===== config.mk =====
export PLATFORM = sky130hd
export DESIGN_NAME = white_blob_steering_flat
export DESIGN_NICKNAME = d
export VERILOG_FILES = /design/src/wbs_pkg.sv /design/src/wbs_in_if.sv /design/src/wbs_out_if.sv /design/src/white_blob_steering.sv /design/src/wbs_tracker.sv /design/src/wbs_divider.sv /design/src/flat_wrapper.sv
export SDC_FILE = /design/constraint.sdc
export NUM_CORES = 1
export LEC_CHECK = 0
export BUFFER_PORTS_ARGS = -buffer_cell sky130_fd_sc_hd__buf_2
export CAP_MARGIN = 20
export CORE_ASPECT_RATIO = 0.75
export CORE_MARGIN = 4
export CORE_UTILIZATION = 50
export DETAILED_ROUTE_END_ITERATION = 10
export PLACE_DENSITY_LB_ADDON = 0.08
export SLEW_MARGIN = 10
export SYNTH_ARGS = -nofsm -noshare
export SYNTH_HDL_FRONTEND = slang
export SYNTH_SLANG_ARGS = --single-unit

===== constraint.sdc =====
create_clock -name clk -period 12.7 [get_ports clk]
set_clock_uncertainty 0.05 [all_clocks]
set_input_delay 2.54 -clock clk [delete_from_list [all_inputs] [get_ports clk]]
set_output_delay 2.54 -clock clk [all_outputs]
set_load 0.02 [all_outputs]

===== src/wbs_pkg.sv =====
// ============================================================================
// White blob steering package
// Shared widths, constants, types and the sequencer states of the block.
// ============================================================================
package wbs_pkg;

  // Item field widths.
  localparam int unsigned CHAN_W = 8;
  localparam int unsigned COL_W  = 11;
  localparam int unsigned ROW_W  = 13;
  localparam int unsigned LOC_W  = 13;
  localparam int unsigned MID_W  = 12;
  localparam int unsigned SPD_W  = 16;
  localparam int unsigned MAG_W  = 15;

  // Columns at or beyond this limit take no part in detection.
  localparam int unsigned MAX_COLS  = 2048;
  localparam int unsigned COL_CMP_W = 13;

  localparam logic [CHAN_W-1:0] CHAN_FULL       = 8'hFF;
  localparam logic [ROW_W-1:0]  ROW_BYTES_RESET = 13'd2400;

  // 3.142 in Q3.12, rounded.
  localparam logic signed [SPD_W-1:0] STRAIGHT_Q = 16'sd12870;
  localparam logic [MAG_W-1:0]        SAT_MAX    = 15'h7FFF;

  // Angular scale 3142/1000.
  localparam int unsigned ANG_MUL_W = 12;
  localparam int unsigned ANG_DIV_W = 10;
  localparam logic [ANG_MUL_W-1:0] ANG_MUL = 12'd3142;
  localparam logic [ANG_DIV_W-1:0] ANG_DIV = 10'd1000;
  localparam int unsigned PROD_W  = LOC_W + ANG_MUL_W;   // d * 3142
  localparam int unsigned MDEN_W  = MID_W + ANG_DIV_W;   // mid * 1000
  localparam int unsigned Q_SHIFT = 13;                  // 2 * 4096

  // Shared divider geometry.
  localparam int unsigned DIV_NUM_W = PROD_W + Q_SHIFT;
  localparam int unsigned DIV_DEN_W = MDEN_W + 1;
  localparam int unsigned DIV_CNT_W = $clog2(DIV_NUM_W + 1);

  // Width of the region comparisons (20 * location).
  localparam int unsigned CMP_W = 18;

  typedef struct packed {
    logic [CHAN_W-1:0] red;
    logic [CHAN_W-1:0] green;
    logic [CHAN_W-1:0] blue;
    logic [COL_W-1:0]  column;
    logic              last_in_row;
    logic              last_in_frame;
  } pix_t;

  typedef struct packed {
    logic [LOC_W-1:0] location;
    logic             found;
  } trk_snap_t;

  typedef struct packed {
    logic                 start;
    logic [DIV_NUM_W-1:0] num;
    logic [DIV_DEN_W-1:0] den;
  } div_req_t;

  typedef struct packed {
    logic             busy;
    logic             done;
    logic [MAG_W-1:0] quo_sat;
  } div_rsp_t;

  typedef enum logic [1:0] {
    DIR_NONE,
    DIR_CENTRE,
    DIR_LEFT,
    DIR_RIGHT
  } dir_t;

  typedef enum logic [2:0] {
    S_IDLE,
    S_PREP,
    S_MUL,
    S_TURN_GO,
    S_TURN_WAIT,
    S_ANG_GO,
    S_ANG_WAIT,
    S_LOAD
  } state_t;

endpackage


===== src/wbs_in_if.sv =====
// ============================================================================
// Pixel input channel
// Valid/ready channel carrying one RGB pixel item with its position marks.
// ============================================================================
interface wbs_in_if;
  logic                         valid;
  logic                         ready;
  logic [wbs_pkg::CHAN_W-1:0]   red;
  logic [wbs_pkg::CHAN_W-1:0]   green;
  logic [wbs_pkg::CHAN_W-1:0]   blue;
  logic [wbs_pkg::COL_W-1:0]    column;
  logic                         last_in_row;
  logic                         last_in_frame;

  modport source (
    output valid, red, green, blue, column, last_in_row, last_in_frame,
    input  ready
  );

  modport sink (
    input  valid, red, green, blue, column, last_in_row, last_in_frame,
    output ready
  );
endinterface


===== src/wbs_out_if.sv =====
// ============================================================================
// Steering command channel
// Valid/ready channel carrying one steering command item per frame.
// ============================================================================
interface wbs_out_if;
  logic                              valid;
  logic                              ready;
  logic signed [wbs_pkg::SPD_W-1:0]  linear_speed;
  logic signed [wbs_pkg::SPD_W-1:0]  angular_speed;
  logic                              ball_seen;

  modport source (
    output valid, linear_speed, angular_speed, ball_seen,
    input  ready
  );

  modport sink (
    input  valid, linear_speed, angular_speed, ball_seen,
    output ready
  );
endinterface


===== src/white_blob_steering.sv =====
// ============================================================================
// White blob steering
// Finds a white blob in an RGB pixel stream and issues one steering command
// per frame.
// ============================================================================
// Pixels are taken one item per clock while the block is idle. A pixel
// without the frame-end mark produces no result and the block is ready
// again in the next cycle. The final pixel of a frame starts the command
// computation, and in_ch.ready stays low until the block is idle again. The
// shared 38-step restoring divider runs twice (once for the turn ratio and
// once for the angular magnitude); set-up states prepare the operands
// (S_PREP), form the products (S_MUL) and start each division (S_TURN_GO,
// S_ANG_GO), each pass ends when its done flag is seen, and S_LOAD loads
// the output register. The command item then waits in that register until
// it is taken, while the block already accepts pixels of the next frame. If
// the previous command has still not been taken when the next one is ready,
// the block stays in its load step, with the input held off, until it is.
// The row width register is written from cfg_wdata with cfg_we and resets to
// 2400 bytes; it should only be changed while no command is being computed.
module white_blob_steering (
  input  logic                        clk,
  input  logic                        rst_n,
  input  logic                        cfg_we,
  input  logic [wbs_pkg::ROW_W-1:0]   cfg_wdata,
  wbs_in_if.sink                      in_ch,
  wbs_out_if.source                   out_ch
);

  // Configuration register: bytes per row.
  logic [wbs_pkg::ROW_W-1:0] row_bytes_r;

  always_ff @(posedge clk) begin
    if (!rst_n) begin
      row_bytes_r <= wbs_pkg::ROW_BYTES_RESET;
    end else if (cfg_we) begin
      row_bytes_r <= cfg_wdata;
    end
  end

  // Pixel tracking.
  wbs_pkg::pix_t      pix;
  wbs_pkg::trk_snap_t snap;
  logic               in_acc;

  assign pix.red           = in_ch.red;
  assign pix.green         = in_ch.green;
  assign pix.blue          = in_ch.blue;
  assign pix.column        = in_ch.column;
  assign pix.last_in_row   = in_ch.last_in_row;
  assign pix.last_in_frame = in_ch.last_in_frame;
  assign in_acc            = in_ch.valid && in_ch.ready;

  wbs_tracker u_tracker (
    .clk    (clk),
    .rst_n  (rst_n),
    .accept (in_acc),
    .pix    (pix),
    .snap   (snap)
  );

  // Sequencer state and the command datapath registers.
  wbs_pkg::state_t state_r, state_nxt;

  logic [wbs_pkg::LOC_W-1:0]  loc_r;
  logic                       found_r;
  logic [wbs_pkg::LOC_W-1:0]  d_r;
  logic [wbs_pkg::MID_W-1:0]  mid_r;
  logic                       zero_mid_r;
  wbs_pkg::dir_t              dir_r;
  logic                       far_r;
  logic [wbs_pkg::PROD_W-1:0] ang_prod_r;
  logic [wbs_pkg::MDEN_W-1:0] ang_den_r;
  logic [wbs_pkg::MAG_W-1:0]  turn_r;
  logic [wbs_pkg::MAG_W-1:0]  angm_r;

  wbs_pkg::div_req_t div_req;
  wbs_pkg::div_rsp_t div_rsp;

  logic out_valid_r;
  logic load_out;

  wbs_divider u_divider (
    .clk   (clk),
    .rst_n (rst_n),
    .req   (div_req),
    .rsp   (div_rsp)
  );

  // Next state.
  always_comb begin
    state_nxt = state_r;
    unique case (state_r)
      wbs_pkg::S_IDLE: begin
        if (in_acc && in_ch.last_in_frame) begin
          state_nxt = wbs_pkg::S_PREP;
        end
      end
      wbs_pkg::S_PREP:    state_nxt = wbs_pkg::S_MUL;
      wbs_pkg::S_MUL:     state_nxt = wbs_pkg::S_TURN_GO;
      wbs_pkg::S_TURN_GO: state_nxt = wbs_pkg::S_TURN_WAIT;
      wbs_pkg::S_TURN_WAIT: begin
        if (div_rsp.done) begin
          state_nxt = wbs_pkg::S_ANG_GO;
        end
      end
      wbs_pkg::S_ANG_GO:  state_nxt = wbs_pkg::S_ANG_WAIT;
      wbs_pkg::S_ANG_WAIT: begin
        if (div_rsp.done) begin
          state_nxt = wbs_pkg::S_LOAD;
        end
      end
      wbs_pkg::S_LOAD: begin
        if (!out_valid_r || out_ch.ready) begin
          state_nxt = wbs_pkg::S_IDLE;
        end
      end
      default: state_nxt = wbs_pkg::S_IDLE;
    endcase
  end

  // Sequencer outputs. The turn division is (2*d*4096 + mid) / (2*mid) and
  // the angular one is (2*d*4096*3142 + mid*1000) / (2*mid*1000), which
  // gives round-half-up quotients.
  always_comb begin
    in_ch.ready   = 1'b0;
    div_req.start = 1'b0;
    div_req.num   = wbs_pkg::DIV_NUM_W'({ang_prod_r, wbs_pkg::Q_SHIFT'(0)}) +
                    wbs_pkg::DIV_NUM_W'(ang_den_r);
    div_req.den   = {ang_den_r, 1'b0};
    load_out      = 1'b0;
    unique case (state_r)
      wbs_pkg::S_IDLE: begin
        in_ch.ready = 1'b1;
      end
      wbs_pkg::S_TURN_GO: begin
        div_req.start = 1'b1;
        div_req.num   = wbs_pkg::DIV_NUM_W'({d_r, wbs_pkg::Q_SHIFT'(0)}) +
                        wbs_pkg::DIV_NUM_W'(mid_r);
        div_req.den   = wbs_pkg::DIV_DEN_W'({mid_r, 1'b0});
      end
      wbs_pkg::S_ANG_GO: begin
        div_req.start = 1'b1;
      end
      wbs_pkg::S_LOAD: begin
        load_out = !out_valid_r || out_ch.ready;
      end
      default: begin
        in_ch.ready = 1'b0;
      end
    endcase
  end

  always_ff @(posedge clk) begin
    if (!rst_n) begin
      state_r <= wbs_pkg::S_IDLE;
    end else begin
      state_r <= state_nxt;
    end
  end

  // Region tests, all as exact integer comparisons on L and R:
  // centred when 9R <= 20L <= 11R, left when 2L < R, right when 2L > R,
  // and beyond the outer band when 10L < 3R (left) or 10L > 7R (right).
  logic [wbs_pkg::CMP_W-1:0]   l_x, r_x;
  logic [wbs_pkg::CMP_W-1:0]   l20, l10, l2, r9, r11, r3, r7;
  logic [wbs_pkg::MID_W-1:0]   mid_c;
  logic [wbs_pkg::LOC_W:0]     diff_c;
  logic [wbs_pkg::LOC_W-1:0]   d_c;
  wbs_pkg::dir_t               dir_c;
  logic                        far_c;

  always_comb begin
    l_x    = wbs_pkg::CMP_W'(loc_r);
    r_x    = wbs_pkg::CMP_W'(row_bytes_r);
    l20    = (l_x << 4) + (l_x << 2);
    l10    = (l_x << 3) + (l_x << 1);
    l2     = l_x << 1;
    r9     = (r_x << 3) + r_x;
    r11    = (r_x << 3) + (r_x << 1) + r_x;
    r3     = (r_x << 1) + r_x;
    r7     = (r_x << 3) - r_x;
    mid_c  = row_bytes_r[wbs_pkg::ROW_W-1:1];
    diff_c = {1'b0, loc_r} - (wbs_pkg::LOC_W + 1)'(mid_c);
    d_c    = diff_c[wbs_pkg::LOC_W] ? wbs_pkg::LOC_W'(-diff_c) : diff_c[wbs_pkg::LOC_W-1:0];

    if (!found_r) begin
      dir_c = wbs_pkg::DIR_NONE;
    end else if ((l20 >= r9) && (l20 <= r11)) begin
      dir_c = wbs_pkg::DIR_CENTRE;
    end else if (l2 < r_x) begin
      dir_c = wbs_pkg::DIR_LEFT;
    end else if (l2 > r_x) begin
      dir_c = wbs_pkg::DIR_RIGHT;
    end else begin
      dir_c = wbs_pkg::DIR_NONE;
    end
    far_c = (l2 < r_x) ? (l10 < r3) : (l10 > r7);
  end

  // Command datapath.
  always_ff @(posedge clk) begin
    if (state_r == wbs_pkg::S_IDLE && in_acc && in_ch.last_in_frame) begin
      loc_r   <= snap.location;
      found_r <= snap.found;
    end
    if (state_r == wbs_pkg::S_PREP) begin
      d_r        <= d_c;
      mid_r      <= mid_c;
      zero_mid_r <= (mid_c == '0);
      dir_r      <= dir_c;
      far_r      <= far_c;
    end
    if (state_r == wbs_pkg::S_MUL) begin
      ang_prod_r <= wbs_pkg::PROD_W'(d_r) * wbs_pkg::PROD_W'(wbs_pkg::ANG_MUL);
      ang_den_r  <= wbs_pkg::MDEN_W'(mid_r) * wbs_pkg::MDEN_W'(wbs_pkg::ANG_DIV);
    end
    // With a zero midpoint the turn and the angular magnitude are both taken as zero.
    if (state_r == wbs_pkg::S_TURN_WAIT && div_rsp.done) begin
      turn_r <= zero_mid_r ? '0 : div_rsp.quo_sat;
    end
    if (state_r == wbs_pkg::S_ANG_WAIT && div_rsp.done) begin
      angm_r <= zero_mid_r ? '0 : div_rsp.quo_sat;
    end
  end

  // Output register: the command item stays here until it is taken.
  logic signed [wbs_pkg::SPD_W-1:0] lin_c, ang_c;
  logic signed [wbs_pkg::SPD_W-1:0] turn_s, angm_s;

  always_comb begin
    turn_s = $signed({1'b0, turn_r});
    angm_s = $signed({1'b0, angm_r});
    lin_c  = '0;
    ang_c  = '0;
    case (dir_r)
      wbs_pkg::DIR_CENTRE: begin
        lin_c = wbs_pkg::STRAIGHT_Q;
      end
      wbs_pkg::DIR_LEFT: begin
        lin_c = far_r ? '0 : turn_s;
        ang_c = angm_s;
      end
      wbs_pkg::DIR_RIGHT: begin
        lin_c = far_r ? '0 : turn_s;
        ang_c = -angm_s;
      end
      default: begin
        lin_c = '0;
        ang_c = '0;
      end
    endcase
  end

  always_ff @(posedge clk) begin
    if (!rst_n) begin
      out_valid_r <= 1'b0;
    end else if (load_out) begin
      out_valid_r <= 1'b1;
    end else if (out_ch.ready) begin
      out_valid_r <= 1'b0;
    end
  end

  always_ff @(posedge clk) begin
    if (load_out) begin
      out_ch.linear_speed  <= lin_c;
      out_ch.angular_speed <= ang_c;
      out_ch.ball_seen     <= found_r;
    end
  end

  assign out_ch.valid = out_valid_r;

  // A frame end always starts the command computation.
  a_frame_end_starts: assert property (@(posedge clk) disable iff (!rst_n)
    in_acc && in_ch.last_in_frame |=> state_r == wbs_pkg::S_PREP)
    else $error("frame end did not start the command computation");

  // A command item only appears after the load step.
  a_load_before_valid: assert property (@(posedge clk) disable iff (!rst_n)
    $rose(out_valid_r) |-> $past(state_r) == wbs_pkg::S_LOAD)
    else $error("command item appeared without a load step");

  // The divider is never restarted while it is still working.
  a_div_no_restart: assert property (@(posedge clk) disable iff (!rst_n)
    div_req.start |-> !div_rsp.busy)
    else $error("divider started while busy");

  // Without a white pixel both speeds are zero.
  a_no_ball_no_motion: assert property (@(posedge clk) disable iff (!rst_n)
    out_valid_r && !out_ch.ball_seen |->
      out_ch.linear_speed == '0 && out_ch.angular_speed == '0)
    else $error("motion commanded without a white pixel");

endmodule


===== src/wbs_tracker.sv =====
// ============================================================================
// White blob tracker
// Per-pixel run detection and running location, cleared at frame end.
// ============================================================================
module wbs_tracker (
  input  logic               clk,
  input  logic               rst_n,
  input  logic               accept,
  input  wbs_pkg::pix_t      pix,
  output wbs_pkg::trk_snap_t snap
);

  logic [wbs_pkg::LOC_W-1:0] loc_r, loc_nxt;
  logic                      found_r, found_nxt;
  logic                      in_run_r, in_run_nxt;
  logic                      skip_r, skip_nxt;

  logic                      active;
  logic                      white;
  logic                      run_now;
  logic                      run_end;
  logic [wbs_pkg::LOC_W-1:0] offset;
  logic [wbs_pkg::LOC_W:0]   loc_sum;

  always_comb begin
    active  = !skip_r &&
              (wbs_pkg::COL_CMP_W'(pix.column) < wbs_pkg::COL_CMP_W'(wbs_pkg::MAX_COLS));
    white   = (pix.red == wbs_pkg::CHAN_FULL) && (pix.green == wbs_pkg::CHAN_FULL) &&
              (pix.blue == wbs_pkg::CHAN_FULL);
    offset  = wbs_pkg::LOC_W'(pix.column) + (wbs_pkg::LOC_W'(pix.column) << 1);
    loc_sum = {1'b0, loc_r} + {1'b0, offset};
    run_now = in_run_r || (active && white);
    run_end = active && run_now && (pix.green != wbs_pkg::CHAN_FULL);

    loc_nxt    = (active && white) ? loc_sum[wbs_pkg::LOC_W:1] : loc_r;
    found_nxt  = found_r || (active && white);
    in_run_nxt = active ? (run_now && !run_end) : in_run_r;
    skip_nxt   = (skip_r || run_end) && !pix.last_in_row;

    // The command works on the state as it stands after this pixel.
    snap.location = loc_nxt;
    snap.found    = found_nxt;
  end

  always_ff @(posedge clk) begin
    if (!rst_n) begin
      loc_r    <= '0;
      found_r  <= 1'b0;
      in_run_r <= 1'b0;
      skip_r   <= 1'b0;
    end else if (accept) begin
      if (pix.last_in_frame) begin
        loc_r    <= '0;
        found_r  <= 1'b0;
        in_run_r <= 1'b0;
        skip_r   <= 1'b0;
      end else begin
        loc_r    <= loc_nxt;
        found_r  <= found_nxt;
        in_run_r <= in_run_nxt;
        skip_r   <= skip_nxt;
      end
    end
  end

endmodule


===== src/wbs_divider.sv =====
// ============================================================================
// Shared restoring divider
// One quotient bit per cycle; the quotient is saturated to 15 bits.
// ============================================================================
module wbs_divider (
  input  logic              clk,
  input  logic              rst_n,
  input  wbs_pkg::div_req_t req,
  output wbs_pkg::div_rsp_t rsp
);

  logic [wbs_pkg::DIV_NUM_W-1:0] num_r, num_nxt;
  logic [wbs_pkg::DIV_DEN_W-1:0] den_r;
  logic [wbs_pkg::DIV_DEN_W-1:0] rem_r, rem_nxt;
  logic [wbs_pkg::DIV_CNT_W-1:0] cnt_r;
  logic                          busy_r;
  logic                          done_r;

  logic [wbs_pkg::DIV_DEN_W:0]   trial;
  logic [wbs_pkg::DIV_DEN_W:0]   diff;
  logic                          ge;

  always_comb begin
    trial   = {rem_r, num_r[wbs_pkg::DIV_NUM_W-1]};
    ge      = trial >= {1'b0, den_r};
    diff    = trial - {1'b0, den_r};
    rem_nxt = ge ? diff[wbs_pkg::DIV_DEN_W-1:0] : trial[wbs_pkg::DIV_DEN_W-1:0];
    num_nxt = {num_r[wbs_pkg::DIV_NUM_W-2:0], ge};
  end

  always_ff @(posedge clk) begin
    if (!rst_n) begin
      busy_r <= 1'b0;
      done_r <= 1'b0;
      cnt_r  <= '0;
    end else begin
      done_r <= 1'b0;
      if (req.start && !busy_r) begin
        busy_r <= 1'b1;
        cnt_r  <= wbs_pkg::DIV_CNT_W'(wbs_pkg::DIV_NUM_W);
      end else if (busy_r) begin
        cnt_r <= cnt_r - 1'b1;
        if (cnt_r == wbs_pkg::DIV_CNT_W'(1)) begin
          busy_r <= 1'b0;
          done_r <= 1'b1;
        end
      end
    end
  end

  always_ff @(posedge clk) begin
    if (req.start && !busy_r) begin
      num_r <= req.num;
      den_r <= req.den;
      rem_r <= '0;
    end else if (busy_r) begin
      num_r <= num_nxt;
      rem_r <= rem_nxt;
    end
  end

  assign rsp.busy    = busy_r;
  assign rsp.done    = done_r;
  assign rsp.quo_sat = (|num_r[wbs_pkg::DIV_NUM_W-1:wbs_pkg::MAG_W]) ? wbs_pkg::SAT_MAX
                                                                     : num_r[wbs_pkg::MAG_W-1:0];

endmodule

===== src/flat_wrapper.sv =====
// flat-port wrapper written by rule: the top's interface ports become plain ports
module white_blob_steering_flat 
  (clk, rst_n, cfg_we, cfg_wdata, in_ch_valid, in_ch_red, in_ch_green, in_ch_blue, in_ch_column, in_ch_last_in_row, in_ch_last_in_frame, in_ch_ready, out_ch_valid, out_ch_linear_speed, out_ch_angular_speed, out_ch_ball_seen, out_ch_ready);
  wbs_in_if in_ch_i ();
  wbs_out_if out_ch_i ();
  input  logic clk;
  input  logic rst_n;
  input  logic cfg_we;
  input  logic [wbs_pkg::ROW_W-1:0] cfg_wdata;
  input wire logic [$bits(in_ch_i.valid)-1:0] in_ch_valid;
  input wire logic [$bits(in_ch_i.red)-1:0] in_ch_red;
  input wire logic [$bits(in_ch_i.green)-1:0] in_ch_green;
  input wire logic [$bits(in_ch_i.blue)-1:0] in_ch_blue;
  input wire logic [$bits(in_ch_i.column)-1:0] in_ch_column;
  input wire logic [$bits(in_ch_i.last_in_row)-1:0] in_ch_last_in_row;
  input wire logic [$bits(in_ch_i.last_in_frame)-1:0] in_ch_last_in_frame;
  output wire logic [$bits(in_ch_i.ready)-1:0] in_ch_ready;
  output wire logic [$bits(out_ch_i.valid)-1:0] out_ch_valid;
  output wire logic [$bits(out_ch_i.linear_speed)-1:0] out_ch_linear_speed;
  output wire logic [$bits(out_ch_i.angular_speed)-1:0] out_ch_angular_speed;
  output wire logic [$bits(out_ch_i.ball_seen)-1:0] out_ch_ball_seen;
  input wire logic [$bits(out_ch_i.ready)-1:0] out_ch_ready;
  assign in_ch_i.valid = in_ch_valid;
  assign in_ch_i.red = in_ch_red;
  assign in_ch_i.green = in_ch_green;
  assign in_ch_i.blue = in_ch_blue;
  assign in_ch_i.column = in_ch_column;
  assign in_ch_i.last_in_row = in_ch_last_in_row;
  assign in_ch_i.last_in_frame = in_ch_last_in_frame;
  assign in_ch_ready = in_ch_i.ready;
  assign out_ch_valid = out_ch_i.valid;
  assign out_ch_linear_speed = out_ch_i.linear_speed;
  assign out_ch_angular_speed = out_ch_i.angular_speed;
  assign out_ch_ball_seen = out_ch_i.ball_seen;
  assign out_ch_i.ready = out_ch_ready;
  white_blob_steering u_core (.clk(clk), .rst_n(rst_n), .cfg_we(cfg_we), .cfg_wdata(cfg_wdata), .in_ch(in_ch_i), .out_ch(out_ch_i));
endmodule

* After elaboration in Yosys (flattened, before gate mapping) *
Index checks and enable logic that the tools add are counted.

word-level totals
  register bits after elaboration = 274
  input port bits = 55
  output and inout port bits = 35
  logic and storage cells = 151

cells by class
  add/sub/neg operators = 16
  multiply operators = 2
  $lt $le $gt $ge = 7
  equality and inequality tests = 20
  mux-type cells = 36
  bitwise logic cells = 3
  reduce and logical (&&, ||, !) cells = 36

operator list
  cell                      number
  $mux W38                  2
  $pmux W16 S2              2
  $mux W61                  1
  $mux W15                  3
  $mux W13                  3
  $add A38 B22 Y38          1
  $add A16 B14 Y17          2
  $add A26 B12 Y27          1
  $eq A8 B8 Y1 const B      3
  $ge A24 B23 Y1            1
  $mul A13 B11 Y24 const B  1
  $pmux W3 S8               1
  $mux W23                  1
  $reduce_or A23 Y1         1
  $sub A23 B23 Y23          1
  $mul A12 B7 Y19 const B   1
  $add A17 B15 Y18          1
  $add A18 B13 Y18          1
  $ge A18 B18 Y1            1
  $gt A18 B18 Y1            1
  $le A18 B18 Y1            1
  $lt A18 B18 Y1            1
  $add A16 B13 Y17          1
  $sub A16 B13 Y17          1
  33 further kinds          87

* Depth between registers and ports, before layout *
  depth in word-level cells = 11
  gate-level depth with buffers = 24
  depth with buffers taken out = 24

* Hierarchy *
Synthesis repeated with hierarchy kept, for this count alone.

second synthesis, totals
  cell total of the unflattened synthesis = 2,350
  area total of the unflattened synthesis = 22,785.6 um^2

modules (own cells, without submodules)
  module               times used  cells each  area each (um^2)  sequential area each (um^2)
  white_blob_steering  1           1,628       16,158.0          4,784.6
  wbs_divider          1           547         5,064.9           2,452.4
  wbs_tracker          1           175         1,562.7           320.3

* Worst setup path after synthesis *
No wires, ideal clock.

  kind = input-to-reg
  start = input port in_ch_column[0]
  end = register u_core.loc_r[10] (netlist bit), data pin
  setup time = 0.269 ns
  arrival time = 4.950 ns
  data required time = 12.381 ns
  slack = 7.431 ns
  stages on the path = 11
  path buffers = 0
  cell sequence = fa_1 ha_1 fa_1 a21oi_1 o21ai_0 a2111oi_0 nor2_1 and2_1 o21ai_0 a211o_1 o21ai_0

RTL lines
  element               line                        source
  start, declared       flat_wrapper.sv:14          input wire logic [$bits(in_ch_i.column)-1:0] in_ch_column;
  end signal, assigned  white_blob_steering.sv:203  loc_r <= snap.location;
  end, declared         white_blob_steering.sv:64   logic [wbs_pkg::LOC_W-1:0] loc_r;

* Worst setup path in the final report *
  start = register u_core.row_bytes_r[1] (netlist bit)
  end = register u_core.dir_r[1], data pin

on the way
  longest elaborated chain between the ends = 5
  elaborated cells on any way between the ends = 11
  classes of those cells = 3 x add/sub; 4 x order compare; 2 x mux; 2 x reduce/logical

ends and longest elaborated chain
  element                     line                        source
  start, declared             white_blob_steering.sv:30   logic [wbs_pkg::ROW_W-1:0] row_bytes_r;
  start signal, assigned      white_blob_steering.sv:34   row_bytes_r <= wbs_pkg::ROW_BYTES_RESET;
  start signal, assigned      white_blob_steering.sv:36   row_bytes_r <= cfg_wdata;
  $add A16 B14 Y17            white_blob_steering.sv:179  r11 = (r_x << 3) + (r_x << 1) + r_x;
  $add A18 B13 Y18            white_blob_steering.sv:179
  $le A18 B18 Y1              white_blob_steering.sv:188  end else if ((l20 >= r9) && (l20 <= r11)) begin
  $logic_and A1 B1 Y1         white_blob_steering.sv:188
  $reduce_or A2 Y1 (no line)  -
  end signal, assigned        white_blob_steering.sv:210  dir_r <= dir_c;
  end, declared               white_blob_steering.sv:69   wbs_pkg::dir_t dir_r;

Parallel ways exist; a longest one is shown, timed or not.
A chain may end at the register's enable or synchronous reset.

==> metrics <==
reg2reg path depth 21; Die Height 191 um; setup TNS 0 ns; worst skew pair latency 0.59 ns; r2r startpoint u_core.row_bytes_r[1]; Setup Buffers After CTS 0; CTS sink count 272; Rows 66; Main synth FF type edfxtp_1; CTS tree done; Starting Density 51.1%; Synthesized Nets 2,731; DPL Wire Length 42,700 um; buffers and inverters on the worst path 1; outcome completed; Hold-fix buffers, CTS 0; flop2flop setup slack 7.32 ns; DRC 0; CP arrival 5.68 ns; Rel. slew slack 26.4%; clk slew on worst S/H paths 0.07 ns; Post-Syn Area per Cell 9.81 sq um; hold depth 1; post-cts sizing count 0; GPL Wtd Cong 0.885; clock root buffer clkbuf_16; H-Tree Level Count 1; library cells used by synthesis 82; drt pass-1 iters 5; die width 252 um; Tcrit/Tclk final 42.3%; CP max stage delay 0.75 ns; CTS buffer count 30; Top Ports 90; placed cell areas 23,500 sq um; drt initial violations 869; Crit Path Max Fanout 14; synthesized flop and latch total 272; critical path launch point type flip-flop; fmax 186 MHz; Fill cells 3,941; layout cell share with drive strength beyond 1 7.95%; vias per cell 5.74; setup violators final 0; yosys warns 0; final hold viol count 0; ANT nets after route 0; most common cell after layout, fill and taps aside ha_1; most frequent cells in the layout ha_1, edfxtp_1, inv_1; IO buf count 88; HP Start u_core.u_divider.cnt_r[5]; gr usage total 22.5%; minimum clock period 5.38 ns; Reg-to-Reg End u_core.dir_r[1]; final net count 2,818; ANT cells 0; Post-synth EDFFs 208; vias after detailed routing 17,000; global-route wire length before repair 88,200 um; CP Cell Sequence inv_1, fa_1, nor2b_1, o31a_1, o21ai_1, nor2b_1, xnor2_1, ha_1, o21ai_0, a21oi_1, o21ai_0, nor2_1, nand2_1, xnor2_1, ha_1, a21o_1, a21o_1, a2111oi_0, a31oi_1, a21o_1, and3_1; number of global-route vias before repair 16,700; Min-Delay Path Class flip-flop to flip-flop; worst path required time 13.00 ns; Seq/Total Area, Yosys 33.7%; Final Max Tran Viols 0; Routed wire per std cell 18.5 um; pre-CTS setup slack 6.91 ns; final WL 54,800 um; clock buffer depth 3; slowest CP cell dfxtp_1; initial antenna violation count 0; Critical Path End Type flip-flop; critical path class flip-flop to flip-flop; largest net degree at the start of global routing 48; Mapped Cells 2,279; core area 43,800 sq um; Layout area overhead 9.64%; min setup slack post-route 7.32 ns; Largest delay share family, worst path compound AO/OA/AOI/OAI gates; Mapped Area 22,400 sq um; design area 24,500 sq um; WHS Endpoint u_core.u_divider.cnt_r[5]; Die ar. 48,200 sq um; Most Frequent Cell on Critical Path a21o_1; GRT overflow 0; Slew @ Worst Pin 1.09 ns; asr flop ratio synth 0%; max_cap viols 0; unrepaired setup endpoints after global routing false
-- final cells by class --
cell class              count  area [sq um]  area share, %
inverters                 201           754           3.08
flip-flops and latches    272          7530           30.7
clock inverters            15           219          0.893
multi-input cells        1755         13900           56.6
clock buffers              41           832           3.39
well taps                 578           723           2.95
repair buffers            106           579           2.36
-- logic make-up after synthesis --
kind of cell	share of synthesized area (%)
AOI/OAI and AO/OA	16.0
DFF	33.7
and+or+nand+nor	13.0
muxes	1.47
adders and majority gates	24.8
buffers and inverters	4.35
other	0.0168
xor gates and xnor gates	6.73
-- sequential cells by signal, indices dropped and copies added, names as in the netlist, 2 cells and up --
name,flops
u_core.ang_den_r,19
u_core.ang_prod_r,24
u_core.angm_r,15
u_core.d_r,13
u_core.dir_r,2
u_core.loc_r,13
u_core.mid_r,12
u_core.out_ch.angular_speed,16
u_core.out_ch.linear_speed,15
u_core.row_bytes_r,13
u_core.state_r,3
u_core.turn_r,15
u_core.u_divider.cnt_r,6
u_core.u_divider.den_r,22
u_core.u_divider.num_r,38
u_core.u_divider.rem_r,23
u_core.u_tracker.loc_r,13
-- worst max-delay path by stage --
stage	cells after the start	start	slack [ns]	to
2_1_floorplan	11	in_ch_column[0]	7.43	u_core.loc_r[10]
3_5_place_dp	12	in_ch_column[0]	6.91	u_core.loc_r[10]
6_report	21	u_core.row_bytes_r[1]	7.32	u_core.dir_r[1]
5_1_grt	21	u_core.row_bytes_r[1]	6.86	u_core.dir_r[1]
4_1_cts	20	u_core.row_bytes_r[1]	7.35	u_core.dir_r[1]
3_3_place_gp	12	in_ch_column[1]	6.99	u_core.loc_r[10]
-- stage by stage --
| stage | std cells | hold slack [ns] | util, % |
|---|---|---|---|
| detailed placement | 2912 | 0.419 | 53.6 |
| floorplan | 2279 | 0.384 | - |
| global placement | 2911 | 0.414 | 53.6 |
| CTS | 2968 | 0.428 | 56.0 |
| global route | 2968 | 0.464 | 56.0 |
| finish | 2968 | 0.433 | 56.0 |
-- per-layer routing --
metal	track usage, %	wire (um)	vias to the layer above
met5	0	0	-
met1	33.3	27200	8189
met3	3.36	2920	69
li1	-	-	8390
met2	35.0	23500	401
met4	5.13	1200	0
-- synth_stat cells (4+ instances only) --
cell type	count	area share, %
o21a_1	22	0.74
mux2i_1	17	0.76
a22oi_1	9	0.30
nand2b_1	25	0.70
or3_1	13	0.36
a32oi_1	13	0.51
o21ai_0	131	2.9
a211oi_1	22	0.74
mux2_2	9	0.45
edfxtp_1	208	28
a21boi_0	8	0.27
o22ai_1	4	0.11
and3_1	23	0.64
nor3_1	56	1.3
a211o_1	5	0.20
nand4b_1	4	0.16
ha_1	321	18
a21oi_1	153	3.4
a22o_1	10	0.39
o211ai_1	18	0.60
o311ai_0	4	0.16
dfxtp_1	64	5.7
mux2_1	5	0.25
fa_1	76	6.8
nor4_1	11	0.31
nand4_1	16	0.45
o21bai_1	13	0.44
nor2_1	145	2.4
xnor2_1	112	4.4
o31ai_1	10	0.34
and2_1	38	1.1
clkbuf_1	45	0.76
a2111oi_0	10	0.39
or2_2	9	0.25
a21oi_2	4	0.16
o31a_1	5	0.20
a21o_1	56	1.9
inv_1	201	3.4
o2111ai_1	7	0.27
nor2b_1	29	0.81
a31oi_1	17	0.48
xor2_1	58	2.3
nand2_1	170	2.9
nand3_1	46	1.0
Power is not shown: default switching activity piles up to over one toggle a cycle in this logic, so the estimate is an artifact.
